$ cat src/hdl/rte_pkg.sv
package rte_pkg;

  // Time range and fixed-point layout of the state.
  localparam int TIME_BITS = 32;
  localparam int FRAC_BITS = 16;

  // Integer part of a sample or state value: wide enough for the time range and for the
  // 32-bit seed deviation.
  localparam int SAMP_W = (TIME_BITS > 32) ? TIME_BITS : 32;
  localparam int VAL_W  = SAMP_W + FRAC_BITS;

  // Output fields are 32 bits; the timeout saturates at the smaller of the two ranges.
  localparam int OUT_W    = 32;
  localparam int CAP_BITS = (TIME_BITS < OUT_W) ? TIME_BITS : OUT_W;
  localparam int TMO_W    = SAMP_W + 3;

  // Gains are Q0.16; one is 2^16, so a gain needs 17 bits.
  localparam int GAIN_FRAC = 16;
  localparam int GAIN_W    = GAIN_FRAC + 1;
  localparam logic [GAIN_W-1:0]    GAIN_ONE   = GAIN_W'(1) << GAIN_FRAC;
  localparam logic [GAIN_FRAC-1:0] GAIN_MAX   = GAIN_FRAC'(1) << (GAIN_FRAC - 1);
  localparam logic [GAIN_FRAC-1:0] GAIN_RESET = GAIN_FRAC'(8192);

  // Shared multiplier: gain times one operand chunk.
  localparam int CHUNK_W = 24;
  localparam int NCHUNK  = (VAL_W + CHUNK_W - 1) / CHUNK_W;
  localparam int CHK_IW  = (NCHUNK > 1) ? $clog2(NCHUNK) : 1;
  localparam int VPAD_W  = NCHUNK * CHUNK_W;
  localparam int PROD_W  = GAIN_W + CHUNK_W;
  localparam int ACC_W   = VAL_W + GAIN_W;
  localparam logic [ACC_W-1:0] ROUND_HALF = ACC_W'(1) << (GAIN_FRAC - 1);

  // Configuration port.
  localparam int CFG_IDX_W  = 1;
  localparam int CFG_DATA_W = 32;
  localparam logic [CFG_IDX_W-1:0] CFG_SMOOTHING_GAIN    = CFG_IDX_W'(0);
  localparam logic [CFG_IDX_W-1:0] CFG_INITIAL_DEVIATION = CFG_IDX_W'(1);

  typedef enum logic [2:0] {
    ST_IDLE,
    ST_EST_MUL,
    ST_EST_END,
    ST_ERR,
    ST_DEV_MUL,
    ST_DEV_END,
    ST_OUT
  } rte_state_t;

  typedef struct packed {
    logic              init;
    logic              mul_en;
    logic [CHK_IW-1:0] chunk;
  } rte_mac_ctl_t;

endpackage

$ cat src/hdl/rtt_timeout_estimator.sv
// Adaptive retransmission-timeout estimator of the Jacobson/Karels kind. Each input transfer
// carries one acknowledged packet's armed timeout and the time left on its timer; their
// difference, clamped at zero and at the time range, is the RTT sample. The first sample
// after reset seeds the estimate with itself and the deviation with initial_deviation.
// The estimate is then blended with the sample at gain alpha (smoothing_gain, Q0.16,
// clamped at one half), and the deviation with the absolute error against the new
// estimate at gain 2*alpha, both rounded to nearest with 16 fraction bits kept in state.
// Every input transfer yields exactly one output transfer with the new timeout
// (estimate plus four deviations, saturated) and the integer parts of both state values.
// Each update runs through one shared 17 x 24 multiplier and accumulator: every blend
// multiplies each of the NCHUNK 24-bit chunks of the old value and then of the new operand
// by its gain, and then drains the last product into the accumulator; NCHUNK is two at
// the default widths. The block takes no new item until the current one is through and
// its result has gone to the output register, and in_stall is high for
// the whole update. A finished result waits in the output register, so the next item is
// taken while it is still stalled; only a second finished result waits for it to drain.
// Configuration writes are taken in any cycle and should be made while no item is in work.
module rtt_timeout_estimator (
  input  logic                              clk,
  input  logic                              rst_n,
  input  logic                              cfg_wr_en,
  input  logic [rte_pkg::CFG_IDX_W-1:0]     cfg_index,
  input  logic [rte_pkg::CFG_DATA_W-1:0]    cfg_wr_data,
  input  logic                              in_valid,
  output logic                              in_stall,
  input  logic [31:0]                       in_armed_timeout_ns,
  input  logic [29:0]                       in_remaining_ns,
  output logic                              out_valid,
  input  logic                              out_stall,
  output logic [rte_pkg::OUT_W-1:0]         out_timeout_ns,
  output logic [rte_pkg::OUT_W-1:0]         out_estimated_rtt_ns,
  output logic [rte_pkg::OUT_W-1:0]         out_deviation_ns
);
  import rte_pkg::*;

  // Configuration registers.
  logic [GAIN_FRAC-1:0] gain_r, gain_nxt;
  logic [31:0]          init_dev_r, init_dev_nxt;

  // Sequencer and state.
  rte_state_t           state_r, state_nxt;
  logic                 op_r, op_nxt;
  logic [CHK_IW-1:0]    chk_r, chk_nxt;
  logic                 seeded_r, seeded_nxt;
  logic [VAL_W-1:0]     est_r, est_nxt;
  logic [VAL_W-1:0]     dev_r, dev_nxt;
  // Holds the scaled sample during the estimate blend and the error during the other.
  logic [VAL_W-1:0]     opv_r, opv_nxt;
  logic [GAIN_FRAC-1:0] a_r, a_nxt;

  // Output register.
  logic                 out_valid_r, out_valid_nxt;
  logic [OUT_W-1:0]     out_tmo_r, out_tmo_nxt;
  logic [OUT_W-1:0]     out_est_r, out_est_nxt;
  logic [OUT_W-1:0]     out_dev_r, out_dev_nxt;

  // Shared multiply-accumulate unit.
  rte_mac_ctl_t         mac_ctl;
  logic [GAIN_W-1:0]    mac_gain;
  logic [CHUNK_W-1:0]   mac_opnd;
  logic [ACC_W-1:0]     mac_acc;

  // Combinational helpers.
  logic                 in_xfer;
  logic                 out_xfer;
  logic [SAMP_W-1:0]    diff;
  logic [SAMP_W-1:0]    sample;
  logic [SAMP_W-1:0]    time_max;
  logic [VAL_W-1:0]     samp_scaled;
  logic [VAL_W-1:0]     blend_res;
  logic [VAL_W+2:0]     tmo_sum;
  logic [TMO_W-1:0]     tmo_full;
  logic [OUT_W-1:0]     tmo_cap;
  logic [GAIN_W-1:0]    a_ext;
  logic [GAIN_W-1:0]    a2_ext;
  logic [VAL_W-1:0]     mul_val;
  logic [VPAD_W-1:0]    mul_pad;
  logic                 last_chunk;

  assign in_xfer  = in_valid && !in_stall;
  assign out_xfer = out_valid_r && !out_stall;

  // Sample: armed minus remaining, zero when the timer shows more left than it was armed
  // with, and clamped at the top of the time range.
  assign time_max = ~SAMP_W'(0) >> (SAMP_W - TIME_BITS);
  always_comb begin
    if (in_armed_timeout_ns > 32'(in_remaining_ns)) begin
      diff = SAMP_W'(in_armed_timeout_ns - 32'(in_remaining_ns));
    end else begin
      diff = '0;
    end
    sample = (diff > time_max) ? time_max : diff;
  end
  assign samp_scaled = VAL_W'(sample) << FRAC_BITS;

  // The accumulator holds the blend plus one half of an LSB; dropping the gain fraction
  // rounds to nearest with ties up.
  assign blend_res = mac_acc[GAIN_FRAC +: VAL_W];

  // Timeout from the new deviation straight out of the accumulator.
  assign tmo_sum  = {3'b000, est_r} + {1'b0, blend_res, 2'b00};
  assign tmo_full = tmo_sum[VAL_W+2:FRAC_BITS];
  assign tmo_cap  = ~OUT_W'(0) >> (OUT_W - CAP_BITS);

  // Gain and operand chunk for the current multiply step: op 0 is the old state value,
  // op 1 is the sample (estimate blend) or the error (deviation blend).
  assign a_ext  = {1'b0, a_r};
  assign a2_ext = {a_r, 1'b0};
  always_comb begin
    if (state_r == ST_DEV_MUL) begin
      mac_gain = op_r ? a2_ext : (GAIN_ONE - a2_ext);
      mul_val  = op_r ? opv_r : dev_r;
    end else begin
      mac_gain = op_r ? a_ext : (GAIN_ONE - a_ext);
      mul_val  = op_r ? opv_r : est_r;
    end
  end
  assign mul_pad    = VPAD_W'(mul_val);
  assign mac_opnd   = mul_pad[chk_r*CHUNK_W +: CHUNK_W];
  assign last_chunk = (chk_r == CHK_IW'(NCHUNK - 1));

  always_comb begin
    mac_ctl.mul_en = (state_r == ST_EST_MUL) || (state_r == ST_DEV_MUL);
    mac_ctl.init   = mac_ctl.mul_en && !op_r && (chk_r == '0);
    mac_ctl.chunk  = chk_r;
  end

  rte_mac u_mac (
    .clk   (clk),
    .rst_n (rst_n),
    .ctl   (mac_ctl),
    .gain  (mac_gain),
    .opnd  (mac_opnd),
    .acc   (mac_acc)
  );

  // Configuration writes; an unknown index is ignored.
  always_comb begin
    gain_nxt     = gain_r;
    init_dev_nxt = init_dev_r;
    if (cfg_wr_en) begin
      case (cfg_index)
        CFG_SMOOTHING_GAIN:    gain_nxt     = cfg_wr_data[GAIN_FRAC-1:0];
        CFG_INITIAL_DEVIATION: init_dev_nxt = cfg_wr_data[31:0];
        default: ;
      endcase
    end
  end

  // Sequencer.
  always_comb begin
    state_nxt     = state_r;
    op_nxt        = op_r;
    chk_nxt       = chk_r;
    seeded_nxt    = seeded_r;
    est_nxt       = est_r;
    dev_nxt       = dev_r;
    opv_nxt       = opv_r;
    a_nxt         = a_r;
    out_valid_nxt = out_xfer ? 1'b0 : out_valid_r;
    out_tmo_nxt   = out_tmo_r;
    out_est_nxt   = out_est_r;
    out_dev_nxt   = out_dev_r;
    in_stall      = (state_r != ST_IDLE);

    case (state_r)
      ST_IDLE: begin
        if (in_xfer) begin
          opv_nxt = samp_scaled;
          a_nxt   = (gain_r > GAIN_MAX) ? GAIN_MAX : gain_r;
          if (!seeded_r) begin
            est_nxt    = samp_scaled;
            dev_nxt    = VAL_W'(init_dev_r) << FRAC_BITS;
            seeded_nxt = 1'b1;
          end
          op_nxt    = 1'b0;
          chk_nxt   = '0;
          state_nxt = ST_EST_MUL;
        end
      end
      ST_EST_MUL, ST_DEV_MUL: begin
        if (last_chunk) begin
          chk_nxt = '0;
          if (op_r) begin
            op_nxt    = 1'b0;
            state_nxt = (state_r == ST_EST_MUL) ? ST_EST_END : ST_DEV_END;
          end else begin
            op_nxt = 1'b1;
          end
        end else begin
          chk_nxt = chk_r + CHK_IW'(1);
        end
      end
      ST_EST_END: begin
        state_nxt = ST_ERR;
      end
      ST_ERR: begin
        // New estimate, and the absolute error of the sample against it.
        est_nxt   = blend_res;
        opv_nxt   = (opv_r >= blend_res) ? (opv_r - blend_res) : (blend_res - opv_r);
        state_nxt = ST_DEV_MUL;
      end
      ST_DEV_END: begin
        state_nxt = ST_OUT;
      end
      ST_OUT: begin
        // Wait only while an earlier result is still stalled in the output register.
        if (!out_valid_r || !out_stall) begin
          dev_nxt       = blend_res;
          out_valid_nxt = 1'b1;
          out_tmo_nxt   = (|tmo_full[TMO_W-1:CAP_BITS]) ? tmo_cap : tmo_full[OUT_W-1:0];
          out_est_nxt   = est_r[FRAC_BITS +: OUT_W];
          out_dev_nxt   = blend_res[FRAC_BITS +: OUT_W];
          state_nxt     = ST_IDLE;
        end
      end
      default: begin
        state_nxt = ST_IDLE;
      end
    endcase
  end

  always_ff @(posedge clk) begin
    if (!rst_n) begin
      gain_r      <= GAIN_RESET;
      init_dev_r  <= '0;
      state_r     <= ST_IDLE;
      op_r        <= 1'b0;
      chk_r       <= '0;
      seeded_r    <= 1'b0;
      est_r       <= '0;
      dev_r       <= '0;
      out_valid_r <= 1'b0;
    end else begin
      gain_r      <= gain_nxt;
      init_dev_r  <= init_dev_nxt;
      state_r     <= state_nxt;
      op_r        <= op_nxt;
      chk_r       <= chk_nxt;
      seeded_r    <= seeded_nxt;
      est_r       <= est_nxt;
      dev_r       <= dev_nxt;
      out_valid_r <= out_valid_nxt;
    end
    opv_r     <= opv_nxt;
    a_r       <= a_nxt;
    out_tmo_r <= out_tmo_nxt;
    out_est_r <= out_est_nxt;
    out_dev_r <= out_dev_nxt;
  end

  assign out_valid            = out_valid_r;
  assign out_timeout_ns       = out_tmo_r;
  assign out_estimated_rtt_ns = out_est_r;
  assign out_deviation_ns     = out_dev_r;

`ifndef SYNTHESIS
  // An accepted item always starts with the estimate blend.
  a_accept_starts: assert property (@(posedge clk) disable iff (!rst_n)
    in_xfer |=> (state_r == ST_EST_MUL))
    else $error("accepted item did not start the estimate blend");

  // The error step only follows the drain of the estimate blend.
  a_err_after_drain: assert property (@(posedge clk) disable iff (!rst_n)
    (state_r == ST_ERR) |-> ($past(state_r) == ST_EST_END))
    else $error("error step entered out of sequence");

  // Finishing an item always leaves a result in the output register.
  a_finish_loads_out: assert property (@(posedge clk) disable iff (!rst_n)
    ((state_r == ST_OUT) && (state_nxt == ST_IDLE)) |=> out_valid_r)
    else $error("finished item left no result");

  // Once seeded, the state stays seeded until reset.
  a_seeded_sticky: assert property (@(posedge clk) disable iff (!rst_n)
    !$fell(seeded_r))
    else $error("seeded flag dropped without reset");
`endif

endmodule

$ cat src/hdl/rte_mac.sv
module rte_mac (
  input  logic                                clk,
  input  logic                                rst_n,
  input  rte_pkg::rte_mac_ctl_t               ctl,
  input  logic [rte_pkg::GAIN_W-1:0]          gain,
  input  logic [rte_pkg::CHUNK_W-1:0]         opnd,
  output logic [rte_pkg::ACC_W-1:0]           acc
);
  import rte_pkg::*;

  // The product of one cycle is added to the accumulator in the next one.
  logic [PROD_W-1:0] prod_r, prod_nxt;
  logic [CHK_IW-1:0] pidx_r, pidx_nxt;
  logic              pv_r, pv_nxt;
  logic [ACC_W-1:0]  acc_r, acc_nxt;

  always_comb begin
    prod_nxt = gain * opnd;
    pidx_nxt = ctl.chunk;
    pv_nxt   = ctl.mul_en;
    if (ctl.init) begin
      acc_nxt = ROUND_HALF;
    end else if (pv_r) begin
      acc_nxt = acc_r + (ACC_W'(prod_r) << (pidx_r * CHUNK_W));
    end else begin
      acc_nxt = acc_r;
    end
  end

  always_ff @(posedge clk) begin
    if (!rst_n) begin
      pv_r <= 1'b0;
    end else begin
      pv_r <= pv_nxt;
    end
    prod_r <= prod_nxt;
    pidx_r <= pidx_nxt;
    acc_r  <= acc_nxt;
  end

  assign acc = acc_r;

endmodule

$ cat config.mk
export PLATFORM = sky130hd
export DESIGN_NAME = rtt_timeout_estimator
export DESIGN_NICKNAME = d
export VERILOG_FILES = /design/src/hdl/rte_pkg.sv /design/src/hdl/rtt_timeout_estimator.sv /design/src/hdl/rte_mac.sv
export SDC_FILE = /design/constraint.sdc
export NUM_CORES = 2
export LEC_CHECK = 0
export BUFFER_PORTS_ARGS = -buffer_cell sky130_fd_sc_hd__buf_2
export CELL_PAD_IN_SITES_DETAIL_PLACEMENT = 0
export CELL_PAD_IN_SITES_GLOBAL_PLACEMENT = 1
export CORE_ASPECT_RATIO = 0.5
export CORE_MARGIN = 1
export CORE_UTILIZATION = 34
export CTS_BUF_LIST = sky130_fd_sc_hd__clkbuf_8
export CTS_CLUSTER_DIAMETER = 80
export DETAILED_ROUTE_END_ITERATION = 8
export PLACE_DENSITY_LB_ADDON = 0.1
export SKIP_LAST_GASP = 1
export SLEW_MARGIN = 40
export SYNTH_ARGS = -nofsm -noshare
export SYNTH_HDL_FRONTEND = slang
export SYNTH_HIERARCHICAL = 1
export SYNTH_SLANG_ARGS = --single-unit
$ cat constraint.sdc
create_clock -name clk -period 21.8 [get_ports clk]
set_clock_uncertainty 0.1 [all_clocks]
set_input_delay 3.27 -clock clk [delete_from_list [all_inputs] [get_ports clk]]
set_output_delay 3.27 -clock clk [all_outputs]
set_load 0.05 [all_outputs]
; Word-level counts from Yosys, hierarchy flattened
; Cells that the tools add are included.
[word_totals]
ff_bits = 419
latch_bits = 0
ram_bits = 0
romBits = 0
memories = 0
[op_classes]
n_addsub = 8
n_mul = 3
div = 0
n_lt_le_gt_ge = 4
eq_ne = 11
shifts = 2
mux = 33
bitwise = 2
reduce_logical = 27
[ops]
columns = operator, count
row1 = $mux 48, 10
row2 = $pmux 48 s2, 3
row3 = $sub 48x48->48, 2
row4 = $add 65x65->65, 1
row5 = $shl 41x6->65, 1
row6 = $mux 32, 2
row7 = $add 48x50->51, 1
row8 = $mux 17, 3
row9 = $ge 48x48->1, 1
row10 = $shiftx 48x7->24, 1
row11 = $mul 17x24->41, 1
row12 = $gt 32x30->1, 1
row13 = $gt 32x32->1 const B, 1
row14 = $sub 32x30->32, 1
row15 = $pmux 3 s6, 1
row16 = $sub 17x16->17 const A, 1
row17 = $sub 17x17->17 const A, 1
row18 = $gt 16x16->1 const B, 1
row19 = $mux 3, 5
row20 = $reduce_and 2->1, 6
row21 = $ne 2x2->1 const B, 5
row22 = $eq 3x3->1 const B, 3
row23 = $reduce_and 4->1, 2
row24 = $mux 1, 7
row25 = 15 further kinds, 29

; Longest topological paths before layout
[logic_depth]
word_depth = 7
mapped_depth = 34

; Cells and area by module
; Netlist, hierarchy kept.
[by_module_without_submodules]
columns = mod, n_inst, cells_per_inst, area_each_um2, seq_area_each_um2
row1 = rtt_timeout_estimator, 1, 2647, 22833.1, 7827.5
row2 = rte_mac, 1, 2453, 20626.0, 2162.1

; Least setup slack after synthesis
; OpenSTA, ideal clock, no wires.
[synth_path]
path_type = in2reg
startpoint = input port out_stall
endpoint = register out_dev_r[0], in the netlist out_deviation_ns[0], enable pin
setup_ps = 582
arrival_time_ps = 7806
required_time_ps = 21118
setup_slack_ps = 13312
stages = 1
n_path_buf = 0
path_cell_list = a21oi_1
[synth_via]
elab_chain_cells = 3
[synth_lines]
columns = item, line_no
row1 = start: declaration, rtt_timeout_estimator.sv:29  ; input logic out_stall,
row2 = $logic_not 1->1, rtt_timeout_estimator.sv:208  ; if (!out_valid_r || !out_stall) begin
row3 = $logic_or 1x1->1, rtt_timeout_estimator.sv:208
row4 = $reduce_and 2->1 (no source line), --
row5 = end signal: assignment, rtt_timeout_estimator.sv:249  ; out_dev_r <= out_dev_nxt;
row6 = end: declaration, rtt_timeout_estimator.sv:55  ; logic [OUT_W-1:0] out_dev_r, out_dev_nxt;
; No other way between the ends.
; A chain may end at the register's enable or synchronous reset.

; Worst setup path after layout
[layout_path]
startpoint = register a_r[0]
endpoint = register u_mac.prod_r[34]
[layout_via]
elab_chain_cells = 4
elab_cells_between_ends = 6
classes_between = add/sub (2) / mul (1) / mux (3)
[layout_lines]
columns = item, line_no
row1 = start: declaration, rtt_timeout_estimator.sv:49  ; logic [GAIN_FRAC-1:0] a_r, a_nxt;
row2 = start signal: assignment, rtt_timeout_estimator.sv:246  ; a_r <= a_nxt;
row3 = $sub 17x16->17 or $sub 17x17->17 (tied branches), "rtt_timeout_estimator.sv:114, rtt_timeout_estimator.sv:111"
row4 = $mux 17 (on tied branches), "rtt_timeout_estimator.sv:114, rtt_timeout_estimator.sv:111"
row5 = $mux 17 *, rtt_timeout_estimator.sv:110  ; if (state_r == ST_DEV_MUL) begin
row6 = net mac_gain[13], rtt_timeout_estimator.sv:59  ; logic [GAIN_W-1:0] mac_gain;
row7 = $mul 17x24->41 *, rte_mac.sv:18  ; prod_nxt = gain * opnd;
row8 = net u_mac.prod_nxt[34], rte_mac.sv:12  ; logic [PROD_W-1:0] prod_r, prod_nxt;
row9 = end signal: assignment, rte_mac.sv:36  ; prod_r <= prod_nxt;
row10 = end: declaration, rte_mac.sv:12
; The timed path passes the listed nets; every way through them passes the cells marked *.

==> Flow_metrics.wiki <==
{| class="wikitable"
! Metric !! Value
|-
| Layout cell share with drive strength beyond 1 || 0.108
|-
| Via count of the first global-routing pass || 38100
|-
| Number of warning messages in the yosys log || 6
|-
| DRC violation count after routing || 0
|-
| Worst setup path class || flop to flop
|-
| Worst IR Drop VDD || 68.1 uV
|-
| Routed wire length per instance || 24.5 um
|-
| Post-route clock period utilization || 0.401
|-
| Post-CTS Setup Bufs || 0
|-
| I/O pins || 198
|-
| Maximum number of pins on one net before global-route repair || 88
|-
| CTS Sinks || 418
|-
| Via/cell ratio || 5.49
|-
| H-tree level count || 3
|-
| DP Wirelength || 135 mm
|-
| Static Leakage || 22.0 nW
|-
| Sort of element at the start of the critical path || flop
|-
| Total detailed-routing wirelength || 170 mm
|-
| Standard-cell row count || 92
|-
| Mean cell area of the mapped netlist || 8.53 um2
|-
| Data arrival time at the worst-slack endpoint || 9.32 ns
|-
| Rel. slew slack || 0.403
|-
| Worst setup startpoint || a_r[0]$_SDFFCE_PN0P_
|-
| Maximum frequency from static timing analysis || 114 MHz
|-
| Worst path setup slack after routing || 13.05 ns
|-
| Number of antenna violations at the first check in global routing || 11
|-
| Clock Tree Buf Depth || 3
|-
| Crit path required time || 22.36 ns
|-
| Number of buffers added by the clock tree synthesis step || 77
|-
| Die width || 507 um
|-
| CTS Root Buffer Type || clkbuf_8
|-
| Setup-failing EPs final || 0
|-
| Syn nets || 5864
|-
| First-pass iteration count of the detailed router || 5
|-
| Worst min path class || flop to flop
|-
| TNS Setup || 0 ns
|-
| All-Layer GR Usage || 0.262
|-
| Worst Tran Pin Value || 0.894 ns
|-
| Fin crit period || 8.75 ns
|-
| Cell Area, Synth || 43300 um2
|-
| Result of the run || finished clean
|-
| Global route total overflow || 0
|-
| RSZ-0062 raised after global routing || false
|-
| Synthesis-to-layout area growth || 11.0%
|-
| Count of pins over their slew limit || 0
|-
| Clock transition at the registers of the reported paths || 0.07 ns
|-
| Start point of the worst hold path || u_mac/acc[36]$_SDFFE_PP0P_
|-
| Resized cells post-CTS || 0
|-
| Worst setup slack before clock tree synthesis || 13.11 ns
|-
| Starting density of the core || 0.344
|-
| Kind of capture point of the worst setup path || flop
|-
| Number of violations of the max-capacitance limit || 0
|-
| Final-stage net count || 5962
|-
| Post-route antenna net violation count || 0
|-
| Worst skew pair latency || 0.76 ns
|-
| Number of hold buffers added after cts || 0
|-
| Total Die Area || 129000 um2
|-
| Worst R2R Start || a_r[0]$_SDFFCE_PN0P_
|-
| Largest fanout of any net on the critical path || 24
|-
| Peak per-stage delay on the critical path || 0.65 ns
|-
| GP Congestion || 0.920
|-
| Instance count of the mapped netlist || 5081
|-
| Chip Height || 254 um
|-
| Power per cell area || 93.2 nW/um2
|-
| First-pass GRT wire length || 252 mm
|-
| CTS tree || done
|-
| CP max stage cell || nor4b_2
|-
| Total via count after detailed routing || 38100
|-
| CP most frequent cell || fa_1
|-
| Number of endpoints with negative hold slack in the final report || 0
|-
| Initial DRC Count || 3102
|-
| Port Buf Inserts || 197
|-
| Core Region || 126000 um2
|}
[sequential cells by signal, summed over array words and instances (netlist names), 3 cells and up]
signal	flops
u_mac/acc	64
dev_r	48
est_r	48
opv_r	48
u_mac/prod_r	41
init_dev_r	32
out_deviation_ns	32
out_estimated_rtt_ns	32
out_timeout_ns	32
a_r	16
gain_r	16
state_r	3
[critical path, delay by kind of cell, from the launching register on]
family / cells / cell delay (ns)
adder cells (fa/ha/maj): 8 / 3.62
AO/OA/AOI/OAI: 7 / 1.88
AND/OR/NAND/NOR: 4 / 1.58
buffers and inverters: 6 / 0.57
XOR/XNOR: 2 / 0.44
flip-flops: 1 / 0.41
multiplexers: 1 / 0.12
[final timing paths]
kind                                                      end  cells after the start  slack (ns)
worst max register to register       u_mac/prod_r[34]$_DFF_P_                     28       13.05
worst max-delay path                 u_mac/prod_r[34]$_DFF_P_                     28       13.05
worst min-delay path            out_deviation_ns[4]$_DFFE_PP_                      0        0.33
worst min register to register  out_deviation_ns[4]$_DFFE_PP_                      0        0.33
[area by class of cell]
| type | instances | area, um2 |
|---|---|---|
| diodes | 8 | 20.0 |
| clock buffers | 82 | 1130 |
| flip-flops and latches | 418 | 9980 |
| repair buffers | 286 | 1710 |
| multi-input cells | 3801 | 30200 |
| inverters | 595 | 2230 |
| well taps | 1692 | 2120 |
| clock inverters | 60 | 672 |
| fillers | 13200 | 78100 |
[power breakdown]
group,switching (mW),internal [mW]
sequential,0.184,0.924
clock,0.401,0.521
combinational,1.55,0.898
total,2.14,2.34
[metal layers]
layer	up-vias	part of all wire	GRT usage
met5	-	0	0
met4	0	0.027	0.0694
met3	218	0.058	0.0278
met2	1175	0.43	0.406
met1	19200	0.48	0.386
li1	17600	-	-
[cell usage in the layout (no fill, tap or decap), types with 67 or more instances in the layout]
cell and instances:
a21boi_0 74, dfxtp_1 253, edfxtp_1 160, o21ai_0 182
nand3_1 76, xor2_1 67, buf_2 196, mux2i_1 72
a21o_1 155, a21oi_1 379, nor2_1 264, nand2_1 637
xnor2_1 116, nor2b_1 79, clkbuf_8 82, inv_1 611
ha_1 350, fa_1 333, and2_1 223, buf_4 80
[per-stage QoR]
step	power [mW]	utilization	cell area, um2	hold slack (ns)	cells
global route	4.81	0.381	48100	0.349	6937
CTS	4.49	0.381	48000	0.329	6932
finish	4.48	0.381	48100	0.328	6942
detailed placement	3.54	0.366	46200	0.316	6790
global placement	3.55	0.366	46100	0.322	6784
floorplan	2.74	-	43300	0.229	5081
Note: power is estimated with default switching activity, not from simulation.
